### src/dnsrp_pkg.sv
// Shared types and constants for the DNS response parser.
`default_nettype none

package dnsrp_pkg;

  // Largest rdata capture supported by the record fields (two 64-bit words)
  localparam int unsigned RDATA_MAX         = 16;
  localparam int unsigned DNSRP_RDATA_BYTES = 16;

  // Result queue sizing
  localparam int unsigned QUEUE_DEPTH = 4;
  localparam int unsigned QUEUE_PW    = $clog2(QUEUE_DEPTH);

  // Result kinds
  localparam logic KIND_RECORD  = 1'b0;
  localparam logic KIND_SUMMARY = 1'b1;

  // Address kinds
  localparam logic [1:0] ADDR_OTHER = 2'd0;
  localparam logic [1:0] ADDR_IPV4  = 2'd1;
  localparam logic [1:0] ADDR_IPV6  = 2'd2;

  // Status codes
  localparam logic [1:0] STATUS_OK      = 2'd0;
  localparam logic [1:0] STATUS_CLIPPED = 2'd1;
  localparam logic [1:0] STATUS_EARLY   = 2'd2;

  // Protocol constants
  localparam logic [7:0]  NAME_END     = 8'h00;
  localparam logic [7:0]  PTR_MASK     = 8'hC0;
  localparam logic [15:0] TYPE_A       = 16'd1;
  localparam logic [15:0] TYPE_AAAA    = 16'd28;
  localparam logic [15:0] LEN_IPV4     = 16'd4;
  localparam logic [15:0] LEN_IPV6     = 16'd16;
  localparam logic [3:0]  HEADER_LAST  = 4'd11;
  localparam logic [3:0]  COUNT_HI_POS = 4'd6;
  localparam logic [3:0]  COUNT_LO_POS = 4'd7;
  localparam logic [3:0]  QTAIL_BYTES  = 4'd4;
  localparam logic [3:0]  FIXED_BYTES  = 4'd10;

  // One result item
  typedef struct packed {
    logic        result_kind;
    logic [15:0] name_word;
    logic [15:0] record_type;
    logic [15:0] record_class;
    logic [31:0] time_to_live;
    logic [15:0] rdata_length;
    logic [63:0] rdata_front;
    logic [63:0] rdata_back;
    logic [1:0]  address_kind;
    logic [15:0] answer_total;
    logic [1:0]  status;
    logic        last_of_run;
  } result_t;

  // Pushes from the parser into the result queue for one byte
  typedef struct packed {
    logic first;
    logic second;
  } push_t;

endpackage

`default_nettype wire

### src/dns_response_parser_unit.sv
// Top level of the streaming DNS response parser.
//
//  channel | dir | ports                                  | transfer when
//  --------+-----+----------------------------------------+--------------------------
//  in      | in  | in_data_byte, in_last_byte             | in_valid  & !in_stall
//  out     | out | out_result_kind .. out_last_of_run     | out_valid & !out_stall
//
// One byte is taken per clock while in_stall is low; its results enter the queue.
// Results go into a four-entry queue; a last byte that also ends an answer pushes
// two results (record, summary), every other byte at most one.
// in_stall rises when fewer than two queue entries are free, so only a stalled
// output side slows the input. Reset (rst_n low, synchronous) empties the queue
// and returns the parser to the header phase.
`default_nettype none

module dns_response_parser_unit #(
  parameter int unsigned RDATA_BYTES = dnsrp_pkg::DNSRP_RDATA_BYTES
) (
  input  wire logic        clk,
  input  wire logic        rst_n,
  input  wire logic        in_valid,
  output logic             in_stall,
  input  wire logic [7:0]  in_data_byte,
  input  wire logic        in_last_byte,
  output logic             out_valid,
  input  wire logic        out_stall,
  output logic             out_result_kind,
  output logic [15:0]      out_name_word,
  output logic [15:0]      out_record_type,
  output logic [15:0]      out_record_class,
  output logic [31:0]      out_time_to_live,
  output logic [15:0]      out_rdata_length,
  output logic [63:0]      out_rdata_front,
  output logic [63:0]      out_rdata_back,
  output logic [1:0]       out_address_kind,
  output logic [15:0]      out_answer_total,
  output logic [1:0]       out_status,
  output logic             out_last_of_run
);

  logic               take;
  dnsrp_pkg::push_t   push;
  dnsrp_pkg::result_t res0, res1, head;

  assign take = in_valid & ~in_stall;

  dnsrp_parser #(.RDATA_BYTES(RDATA_BYTES)) u_parser (
    .clk       (clk),
    .rst_n     (rst_n),
    .take      (take),
    .data_byte (in_data_byte),
    .last_byte (in_last_byte),
    .push      (push),
    .res0      (res0),
    .res1      (res1)
  );

  dnsrp_result_queue u_queue (
    .clk       (clk),
    .rst_n     (rst_n),
    .push      (push),
    .res0      (res0),
    .res1      (res1),
    .in_stall  (in_stall),
    .out_valid (out_valid),
    .out_stall (out_stall),
    .head      (head)
  );

  // Output field breakout
  assign out_result_kind  = head.result_kind;
  assign out_name_word    = head.name_word;
  assign out_record_type  = head.record_type;
  assign out_record_class = head.record_class;
  assign out_time_to_live = head.time_to_live;
  assign out_rdata_length = head.rdata_length;
  assign out_rdata_front  = head.rdata_front;
  assign out_rdata_back   = head.rdata_back;
  assign out_address_kind = head.address_kind;
  assign out_answer_total = head.answer_total;
  assign out_status       = head.status;
  assign out_last_of_run  = head.last_of_run;

  // Checks
  a_two_needs_one: assert property (@(posedge clk) disable iff (!rst_n)
    push.second |-> push.first)
    else $error("second result pushed without a first");

  a_no_push_stalled: assert property (@(posedge clk) disable iff (!rst_n)
    in_stall |-> !push.first)
    else $error("result pushed while input stalled");

  a_summary_closes: assert property (@(posedge clk) disable iff (!rst_n)
    (out_valid && out_result_kind == dnsrp_pkg::KIND_SUMMARY) |-> out_last_of_run)
    else $error("summary transfer without last_of_run");

  a_record_no_total: assert property (@(posedge clk) disable iff (!rst_n)
    (out_valid && out_result_kind == dnsrp_pkg::KIND_RECORD) |-> out_answer_total == 16'd0)
    else $error("record transfer carries an answer total");

endmodule

`default_nettype wire

### src/dnsrp_parser.sv
// Byte-wise parse state and result formation for the DNS response parser.
`default_nettype none

module dnsrp_parser #(
  parameter int unsigned RDATA_BYTES = dnsrp_pkg::DNSRP_RDATA_BYTES
) (
  input  wire logic              clk,
  input  wire logic              rst_n,
  input  wire logic              take,
  input  wire logic [7:0]        data_byte,
  input  wire logic              last_byte,
  output dnsrp_pkg::push_t       push,
  output dnsrp_pkg::result_t     res0,
  output dnsrp_pkg::result_t     res1
);

  localparam int unsigned CW = $clog2(RDATA_BYTES + 1);

  typedef enum logic [3:0] {
    PH_HEADER, PH_QNAME, PH_QLABEL, PH_QPTR, PH_QTAIL,
    PH_ANAME, PH_ALABEL, PH_APTR, PH_FIXED, PH_RDATA, PH_DONE
  } phase_t;

  phase_t      phase_r, phase_nxt, cap_phase;
  logic [3:0]  hpos_r, hpos_nxt, cap_hpos, hpos_inc;
  logic [15:0] left_r, left_nxt, cap_left, left_dec;
  logic [15:0] ans_left_r, ans_left_nxt, cap_ans_left;
  logic [15:0] decl_r, decl_nxt, cap_decl;
  logic [15:0] name_r, name_nxt, cap_name;
  logic [1:0]  seen_r, seen_nxt, cap_seen;
  logic [15:0] type_r, type_nxt, cap_type;
  logic [15:0] class_r, class_nxt, cap_class;
  logic [31:0] ttl_r, ttl_nxt, cap_ttl;
  logic [15:0] len_r, len_nxt, cap_len;
  logic [7:0]  store_r   [RDATA_BYTES];
  logic [7:0]  store_nxt [RDATA_BYTES];
  logic [7:0]  cap_store [RDATA_BYTES];
  logic [CW-1:0] ridx_r, ridx_nxt, cap_ridx;
  logic        emit, start_rec;
  logic [8*dnsrp_pkg::RDATA_MAX-1:0] flat;
  logic [1:0]  addr_kind;
  dnsrp_pkg::result_t record, summary;

  assign hpos_inc = hpos_r + 4'd1;
  assign left_dec = left_r - 16'd1;

  // Apply the byte to the parse state
  always_comb begin
    cap_phase    = phase_r;
    cap_hpos     = hpos_r;
    cap_left     = left_r;
    cap_ans_left = ans_left_r;
    cap_decl     = decl_r;
    cap_name     = name_r;
    cap_seen     = seen_r;
    cap_type     = type_r;
    cap_class    = class_r;
    cap_ttl      = ttl_r;
    cap_len      = len_r;
    cap_store    = store_r;
    cap_ridx     = ridx_r;
    emit         = 1'b0;
    start_rec    = 1'b0;
    if (take) begin
      // first two bytes of each answer
      if (phase_r >= PH_ANAME && phase_r <= PH_RDATA && seen_r < 2'd2) begin
        cap_name = {name_r[7:0], data_byte};
        cap_seen = seen_r + 2'd1;
      end
      unique case (phase_r)
        PH_HEADER: begin
          if (hpos_r == dnsrp_pkg::COUNT_HI_POS) begin
            cap_decl = {data_byte, 8'h00};
          end else if (hpos_r == dnsrp_pkg::COUNT_LO_POS) begin
            cap_decl = decl_r | {8'h00, data_byte};
          end
          if (hpos_r >= dnsrp_pkg::HEADER_LAST) begin
            cap_ans_left = cap_decl;
            cap_phase    = PH_QNAME;
            cap_hpos     = 4'd0;
          end else begin
            cap_hpos = hpos_inc;
          end
        end
        PH_QNAME, PH_ANAME: begin
          if (data_byte == dnsrp_pkg::NAME_END) begin
            cap_phase = (phase_r == PH_ANAME) ? PH_FIXED : PH_QTAIL;
            cap_hpos  = 4'd0;
          end else if ((data_byte & dnsrp_pkg::PTR_MASK) == dnsrp_pkg::PTR_MASK) begin
            cap_phase = (phase_r == PH_ANAME) ? PH_APTR : PH_QPTR;
          end else begin
            cap_left  = {8'h00, data_byte};
            cap_phase = (phase_r == PH_ANAME) ? PH_ALABEL : PH_QLABEL;
          end
        end
        PH_QLABEL, PH_ALABEL: begin
          cap_left = left_dec;
          if (left_dec == 16'd0) begin
            cap_phase = (phase_r == PH_QLABEL) ? PH_QNAME : PH_ANAME;
          end
        end
        PH_QPTR, PH_APTR: begin
          cap_phase = (phase_r == PH_APTR) ? PH_FIXED : PH_QTAIL;
          cap_hpos  = 4'd0;
        end
        PH_QTAIL: begin
          cap_hpos = hpos_inc;
          if (hpos_inc >= dnsrp_pkg::QTAIL_BYTES) begin
            cap_hpos = 4'd0;
            if (ans_left_r == 16'd0) begin
              cap_phase = PH_DONE;
            end else begin
              start_rec = 1'b1;
              cap_phase = PH_ANAME;
            end
          end
        end
        PH_FIXED: begin
          if (hpos_r < 4'd2) begin
            cap_type = {type_r[7:0], data_byte};
          end else if (hpos_r < 4'd4) begin
            cap_class = {class_r[7:0], data_byte};
          end else if (hpos_r < 4'd8) begin
            cap_ttl = {ttl_r[23:0], data_byte};
          end else begin
            cap_len = {len_r[7:0], data_byte};
          end
          cap_hpos = hpos_inc;
          if (hpos_inc >= dnsrp_pkg::FIXED_BYTES) begin
            cap_hpos = 4'd0;
            if (cap_len == 16'd0) begin
              emit = 1'b1;
            end else begin
              cap_left  = cap_len;
              cap_ridx  = '0;
              cap_phase = PH_RDATA;
            end
          end
        end
        PH_RDATA: begin
          for (int i = 0; i < RDATA_BYTES; i++) begin
            if (ridx_r == CW'(i)) begin
              cap_store[i] = data_byte;
            end
          end
          if (ridx_r != CW'(RDATA_BYTES)) begin
            cap_ridx = ridx_r + CW'(1);
          end
          cap_left = left_dec;
          if (left_dec == 16'd0) begin
            emit = 1'b1;
          end
        end
        default: begin
        end
      endcase
      // answer complete: count it off
      if (emit) begin
        cap_ans_left = ans_left_r - 16'd1;
        if (cap_ans_left == 16'd0) begin
          cap_phase = PH_DONE;
        end else begin
          start_rec = 1'b1;
          cap_phase = PH_ANAME;
        end
      end
    end
  end

  // Record fields from the captured answer
  always_comb begin
    flat = '0;
    for (int i = 0; i < RDATA_BYTES; i++) begin
      flat[8*(dnsrp_pkg::RDATA_MAX-1-i) +: 8] = cap_store[i];
    end
    if (cap_type == dnsrp_pkg::TYPE_A && cap_len == dnsrp_pkg::LEN_IPV4) begin
      addr_kind = dnsrp_pkg::ADDR_IPV4;
    end else if (cap_type == dnsrp_pkg::TYPE_AAAA && cap_len == dnsrp_pkg::LEN_IPV6) begin
      addr_kind = dnsrp_pkg::ADDR_IPV6;
    end else begin
      addr_kind = dnsrp_pkg::ADDR_OTHER;
    end
    record              = '0;
    record.result_kind  = dnsrp_pkg::KIND_RECORD;
    record.name_word    = cap_name;
    record.record_type  = cap_type;
    record.record_class = cap_class;
    record.time_to_live = cap_ttl;
    record.rdata_length = cap_len;
    record.rdata_front  = flat[8*dnsrp_pkg::RDATA_MAX-1 -: 64];
    record.rdata_back   = flat[63:0];
    record.address_kind = addr_kind;
    record.status       = (cap_len > 16'(RDATA_BYTES)) ? dnsrp_pkg::STATUS_CLIPPED
                                                        : dnsrp_pkg::STATUS_OK;
    record.last_of_run  = ~last_byte;
    summary              = '0;
    summary.result_kind  = dnsrp_pkg::KIND_SUMMARY;
    summary.answer_total = cap_decl;
    summary.status       = (cap_phase == PH_DONE) ? dnsrp_pkg::STATUS_OK
                                                  : dnsrp_pkg::STATUS_EARLY;
    summary.last_of_run  = 1'b1;
  end

  // Results for this byte: a record, a summary, or a record then a summary
  always_comb begin
    push.first  = take & (emit | last_byte);
    push.second = take & emit & last_byte;
    res0        = emit ? record : summary;
    res1        = summary;
  end

  // Next state: message end restarts, a new answer clears its capture
  always_comb begin
    phase_nxt    = cap_phase;
    hpos_nxt     = cap_hpos;
    left_nxt     = cap_left;
    ans_left_nxt = cap_ans_left;
    decl_nxt     = cap_decl;
    name_nxt     = cap_name;
    seen_nxt     = cap_seen;
    type_nxt     = cap_type;
    class_nxt    = cap_class;
    ttl_nxt      = cap_ttl;
    len_nxt      = cap_len;
    store_nxt    = cap_store;
    ridx_nxt     = cap_ridx;
    if (start_rec || (take && last_byte)) begin
      name_nxt  = '0;
      seen_nxt  = '0;
      type_nxt  = '0;
      class_nxt = '0;
      ttl_nxt   = '0;
      len_nxt   = '0;
      ridx_nxt  = '0;
      for (int i = 0; i < RDATA_BYTES; i++) begin
        store_nxt[i] = 8'h00;
      end
    end
    if (take && last_byte) begin
      phase_nxt    = PH_HEADER;
      hpos_nxt     = '0;
      left_nxt     = '0;
      ans_left_nxt = '0;
      decl_nxt     = '0;
    end
  end

  // State registers
  always_ff @(posedge clk) begin
    if (!rst_n) begin
      phase_r    <= PH_HEADER;
      hpos_r     <= '0;
      left_r     <= '0;
      ans_left_r <= '0;
      decl_r     <= '0;
      name_r     <= '0;
      seen_r     <= '0;
      type_r     <= '0;
      class_r    <= '0;
      ttl_r      <= '0;
      len_r      <= '0;
      ridx_r     <= '0;
      for (int i = 0; i < RDATA_BYTES; i++) begin
        store_r[i] <= 8'h00;
      end
    end else begin
      phase_r    <= phase_nxt;
      hpos_r     <= hpos_nxt;
      left_r     <= left_nxt;
      ans_left_r <= ans_left_nxt;
      decl_r     <= decl_nxt;
      name_r     <= name_nxt;
      seen_r     <= seen_nxt;
      type_r     <= type_nxt;
      class_r    <= class_nxt;
      ttl_r      <= ttl_nxt;
      len_r      <= len_nxt;
      ridx_r     <= ridx_nxt;
      store_r    <= store_nxt;
    end
  end

endmodule

`default_nettype wire

### src/dnsrp_result_queue.sv
// Small result queue between the parser and the output channel.
`default_nettype none

module dnsrp_result_queue (
  input  wire logic               clk,
  input  wire logic               rst_n,
  input  wire dnsrp_pkg::push_t   push,
  input  wire dnsrp_pkg::result_t res0,
  input  wire dnsrp_pkg::result_t res1,
  output logic                    in_stall,
  output logic                    out_valid,
  input  wire logic               out_stall,
  output dnsrp_pkg::result_t      head
);

  localparam int unsigned PW = dnsrp_pkg::QUEUE_PW;

  dnsrp_pkg::result_t entry_r [dnsrp_pkg::QUEUE_DEPTH];
  logic [PW-1:0] wr_ptr_r, wr_ptr_nxt, rd_ptr_r, rd_ptr_nxt;
  logic [PW:0]   count_r, count_nxt, push_n;
  logic          pop;

  // Room for two pushes is needed before a byte is taken
  assign in_stall  = (count_r > (PW+1)'(dnsrp_pkg::QUEUE_DEPTH - 2));
  assign out_valid = (count_r != '0);
  assign head      = entry_r[rd_ptr_r];
  assign pop       = out_valid & ~out_stall;
  assign push_n    = (PW+1)'(push.first) + (PW+1)'(push.second);

  always_comb begin
    wr_ptr_nxt = wr_ptr_r + PW'(push_n);
    rd_ptr_nxt = rd_ptr_r + PW'(pop);
    count_nxt  = count_r + push_n - (PW+1)'(pop);
  end

  // Pointers and fill count
  always_ff @(posedge clk) begin
    if (!rst_n) begin
      wr_ptr_r <= '0;
      rd_ptr_r <= '0;
      count_r  <= '0;
    end else begin
      wr_ptr_r <= wr_ptr_nxt;
      rd_ptr_r <= rd_ptr_nxt;
      count_r  <= count_nxt;
    end
  end

  // Entry storage
  always_ff @(posedge clk) begin
    if (push.first) begin
      entry_r[wr_ptr_r] <= res0;
    end
    if (push.second) begin
      entry_r[wr_ptr_r + PW'(1)] <= res1;
    end
  end

endmodule

`default_nettype wire

### config.mk
export PLATFORM = sky130hd
export DESIGN_NAME = dns_response_parser_unit
export DESIGN_NICKNAME = d
export VERILOG_FILES = /design/src/dnsrp_pkg.sv /design/src/dns_response_parser_unit.sv /design/src/dnsrp_parser.sv /design/src/dnsrp_result_queue.sv
export SDC_FILE = /design/constraint.sdc
export NUM_CORES = 2
export LEC_CHECK = 0
export BUFFER_PORTS_ARGS = -buffer_cell sky130_fd_sc_hd__buf_2
export CORE_UTILIZATION = 50
export DETAILED_ROUTE_END_ITERATION = 10
export HOLD_SLACK_MARGIN = 0.02
export PLACE_DENSITY_LB_ADDON = 0.05
export SETUP_SLACK_MARGIN = 0.05
export SLEW_MARGIN = 20
export SYNTH_ARGS = -nofsm -noshare
export SYNTH_HDL_FRONTEND = slang
export SYNTH_HIERARCHICAL = 1
export SYNTH_SLANG_ARGS = --single-unit
### constraint.sdc
create_clock -name clk -period 23.7 [get_ports clk]
set_input_delay 4.74 -clock clk [delete_from_list [all_inputs] [get_ports clk]]
set_output_delay 4.74 -clock clk [all_outputs]
set_load 0.05 [all_outputs]
==> flow_metrics.env <==
export IMPL_status="finished, final reports clean"
export IMPL_synth_edff_count=984
export IMPL_grt_usage_pct=25.3
export IMPL_dp_cells=6081
export IMPL_grt_pass1_vias=38096
export IMPL_drive_above_1_share_pct=38.8
export IMPL_htreeDepth=4
export IMPL_cp_required_ps=24100
export IMPL_routed_via_count=36963
export IMPL_syn2layout_area_growth_pct=10.1
export IMPL_avgViaCountPerCell=5.83
export IMPL_ys_warn_count=6
export IMPL_tns_ps=0
export IMPL_dpl_hpwl_mm=90.0
export IMPL_first_pass_iters=5
export IMPL_syn_cell_area_um2=63700
export IMPL_power_density_nw_per_um2=88.5
export IMPL_grt_max_degree=179
export IMPL_grtUsageMet3_pct=3.81
export IMPL_top_usage_layer="met2"
export IMPL_slew_limit_headroom_pct=27.1
export IMPL_drv_cap=0
export IMPL_cp_top_family="buffers and inverters"
export IMPL_drc=0
export IMPL_gp_congestion=0.839
export IMPL_hold_depth=2
export IMPL_grt_pass1_wl_mm=247
export IMPL_clock_root_buffer="clkbuf_16"
export IMPL_die_h_um=359
export IMPL_synthAdderAreaFrac_pct=0.385
export IMPL_synthSimpleGateAreaFrac_pct=6.23
export IMPL_clock_fmax_mhz=97.4
export IMPL_reg2regPathDepth=14
export IMPL_rows=130
export IMPL_worstHoldStart="u_parser/left_r[15]"
export IMPL_tightest_slew_ps=1090
export IMPL_antenna_found_initial=6
export IMPL_synth_xor_area_share_pct=0.153
export IMPL_critPathArrivalTime_ps=10660
export IMPL_start_util_pct=50.5
export IMPL_syn_avg_cell_area_um2=14.4
export IMPL_nets=4607
export IMPL_hold_viol_final=0
export IMPL_clkSlewWorstSetupHoldPaths_ps=60
export IMPL_rsz0062_at_grt="no"
export IMPL_ys_types=86
export IMPL_cts_hold_fix_buffers=0
export IMPL_synth_area_leader_cell="edfxtp_1"
export IMPL_clk_path_buf_depth=3
export IMPL_yosysSeqAreaShare_pct=55.6
export IMPL_stdcell_area_um2=70200
export IMPL_setup_violations=0
export IMPL_irDropWorstVdd_mv=0.0727
export IMPL_routed_wirelength_mm=164
export IMPL_postCtsSetupBuffers=0
export IMPL_max_stage_delay_ps=850
export IMPL_worst_path_buf_inv=6
export IMPL_coreArea_um2=126000
export IMPL_synthArstFlopShare_pct=0
export IMPL_slew_viol_final=0
export IMPL_worstReg2RegStart="u_parser/left_r[0]"
export IMPL_crit_path_start_kind="input port"
export IMPL_grt_overflow_total=0
export IMPL_synth_top_cell_area_share_pct=46.4
export IMPL_grt_use_met2_pct=41.5
export IMPL_ys_seq_elements=1278
export IMPL_synth_compound_area_share_pct=2.02
export IMPL_crit_fanout=53
export IMPL_muxShareOfSynthArea_pct=30.2
export IMPL_placed_area_um2=65400
export IMPL_synth_ff_type="edfxtp_1"
export IMPL_clock_sinks=1278
export IMPL_worstSetupEndpointType="flip-flop"
export IMPL_critical_path_class="in -> reg"
export IMPL_ant_nets=0
export IMPL_p_leak_nw=25.9
export IMPL_min_period_over_period_pct=43.3
export IMPL_reg2reg_to="u_queue/entry_r[0][91]"
export IMPL_cts_tree="built"
export IMPL_final_cells=6345
export IMPL_clock_skew_ps=21.6
export IMPL_post_cts_resized=0
export IMPL_cp_cell_sequence="buf_2 -> buf_4 -> nor3_1 -> nand4b_1 -> a22o_1 -> nand2b_1 -> a21oi_4 -> buf_4 -> and2_1 -> nand3_4 -> o21ai_4 -> buf_4 -> buf_4 -> buf_4"
export IMPL_postSynthCellCount=4418
export IMPL_synth_top_family_by_area="multiplexers"
export IMPL_path_common_cell="buf_4"
export IMPL_hold_class="reg -> reg"
export IMPL_drt_iter0_drc=2940
export IMPL_crit_slowest_cell="buf_4"
export IMPL_routedWlPerCell_um=25.8
export IMPL_die_w_um=359
export IMPL_fin_crit_ps=10270
export IMPL_synthTopCellsByArea="edfxtp_1, mux2_2, dfxtp_1"
export IMPL_ios=261
export IMPL_clk_latency_ps=770
export IMPL_die_area_um2=129000
export IMPL_numCtsBuffers=142
export IMPL_portBuffers=260
export IMPL_use_met1_pct=35.5
export IMPL_r2r_slack_ps=16670
export IMPL_hold_end="u_parser/left_r[15]"
==> worst register-to-register path: stages (launching register included) <==
cell	delay, ps
dfxtp_1	440
inv_1	130
ha_1	360
or4b_1	630
o21a_4	280
nor3_1	240
nand4_1	310
a21oi_4	190
buf_4	370
and2_1	380
nand3_4	350
o21ai_4	480
buf_4	830
buf_4	900
buf_4	720
==> layer usage <==
metal  part of all wire, %  vias to the layer above
met5                0.0073                        -
met3                   5.1                      199
met4                   1.7                        2
met2                    48                      930
met1                    45                    19010
li1                      -                    16822
==> per-stage QoR <==
step           hold slack, ps  total power (W)  setup WS (ps)  utilization (%)
5_1_grt                   527          0.00642          13150             55.6
4_1_cts                   488          0.00628          13400             55.6
6_report                  491          0.00621          13430             55.6
3_5_place_dp              481          0.00405          12580             51.9
3_3_place_gp              473          0.00405          12640             51.9
2_1_floorplan             448          0.00374          -1240                -
==> registers in the layout, summed over array words and instances (netlist names), 16 cells and up <==
name / flops
u_parser/left_r: 16
u_parser/ttl_r: 32
u_parser/ans_left_r: 16
u_parser/store_r: 128
u_parser/decl_r: 16
u_parser/len_r: 16
u_parser/type_r: 16
u_parser/class_r: 16
u_parser/name_r: 16
u_queue/entry_r: 984
==> synthesized netlist by cell type, types with 3 or more instances <==
cell         n
buf_4      275
and4_1       3
nor3_2       5
nor4_1      15
a21o_1       4
nand4b_1     5
o22ai_1     13
nand2b_1    11
o21ai_0     38
or4_1        4
o21a_1       4
nand2_1     68
a31oi_1      8
buf_2      142
xor2_1       4
o32ai_1      6
nor2b_1      7
nor3b_1      5
clkbuf_1   120
nor2_1     353
a211oi_1    12
nor3_1     260
nand3_1     25
ha_1        18
mux2i_1    254
a221o_1      4
inv_1       40
and2_1      13
and3_1      10
buf_1       16
a22oi_1      7
a2bb2oi_1    5
or3_1       10
or2_2       10
edfxtp_1   984
a21oi_1     45
dfxtp_1    294
mux2_2     988
mux4_2     246
nand3b_1     7
o31ai_1      6
nand4_1     15
==> how the worst max path moves through the flow <==
stage                     from  cells past startpoint                      end
4_1_cts        in_data_byte[3]                     14   u_queue/entry_r[0][91]
3_5_place_dp   in_data_byte[3]                     14   u_queue/entry_r[0][91]
6_report       in_data_byte[3]                     14   u_queue/entry_r[0][91]
3_3_place_gp   in_data_byte[7]                     14   u_queue/entry_r[0][87]
5_1_grt        in_data_byte[3]                     14  u_queue/entry_r[3][116]
2_1_floorplan  in_data_byte[6]                     12    u_queue/entry_r[0][0]
==> report_power, final <==
part	switching [W]	leakage [nW]	internal (W)
logic	0.00105	12.2	0.000415
registers	0.0000514	11.4	0.00247
clock network	0.000900	2.33	0.00133
total	0.00200	25.9	0.00421
==> kinds of logic after synthesis <==
kind of cell	after synthesis
AOI/OAI and AO/OA	187
muxes	1488
DFF	1278
adders and majority gates	19
buffers and inverters	595
xor gates and xnor gates	8
and+or+nand+nor	841
other	2
==> area by class of cell <==
class / instances / area, um2
diodes: 1 / 2.50
clock buffers: 223 / 4400
clock inverters: 40 / 334
fillers: 10349 / 55900
inverters: 41 / 161
multi-input cells: 2772 / 25700
flip-flops and latches: 1278 / 35400
well taps: 1650 / 2060
repair buffers: 340 / 2000
==> cell usage in the layout (no fill, tap or decap), types with 10 or more instances in the layout <==
cell type / n
nand2_1: 66
a21oi_1: 45
nand2b_1: 11
or3_1: 10
mux2_2: 988
clkinv_2: 15
clkbuf_1: 41
or2_2: 10
o21ai_0: 36
nor4_1: 15
and2_1: 13
edfxtp_1: 984
nor3_1: 260
mux2i_1: 254
clkbuf_16: 155
o22ai_1: 13
nor2_1: 349
clkinv_1: 16
nand3_1: 24
dfxtp_1: 292
inv_1: 40
a211oi_1: 12
conb_1: 229
buf_4: 73
ha_1: 18
buf_2: 260
mux4_2: 246
clkbuf_8: 27
and3_1: 10
nand4_1: 15
Note: power is estimated with default switching activity, not from simulation.
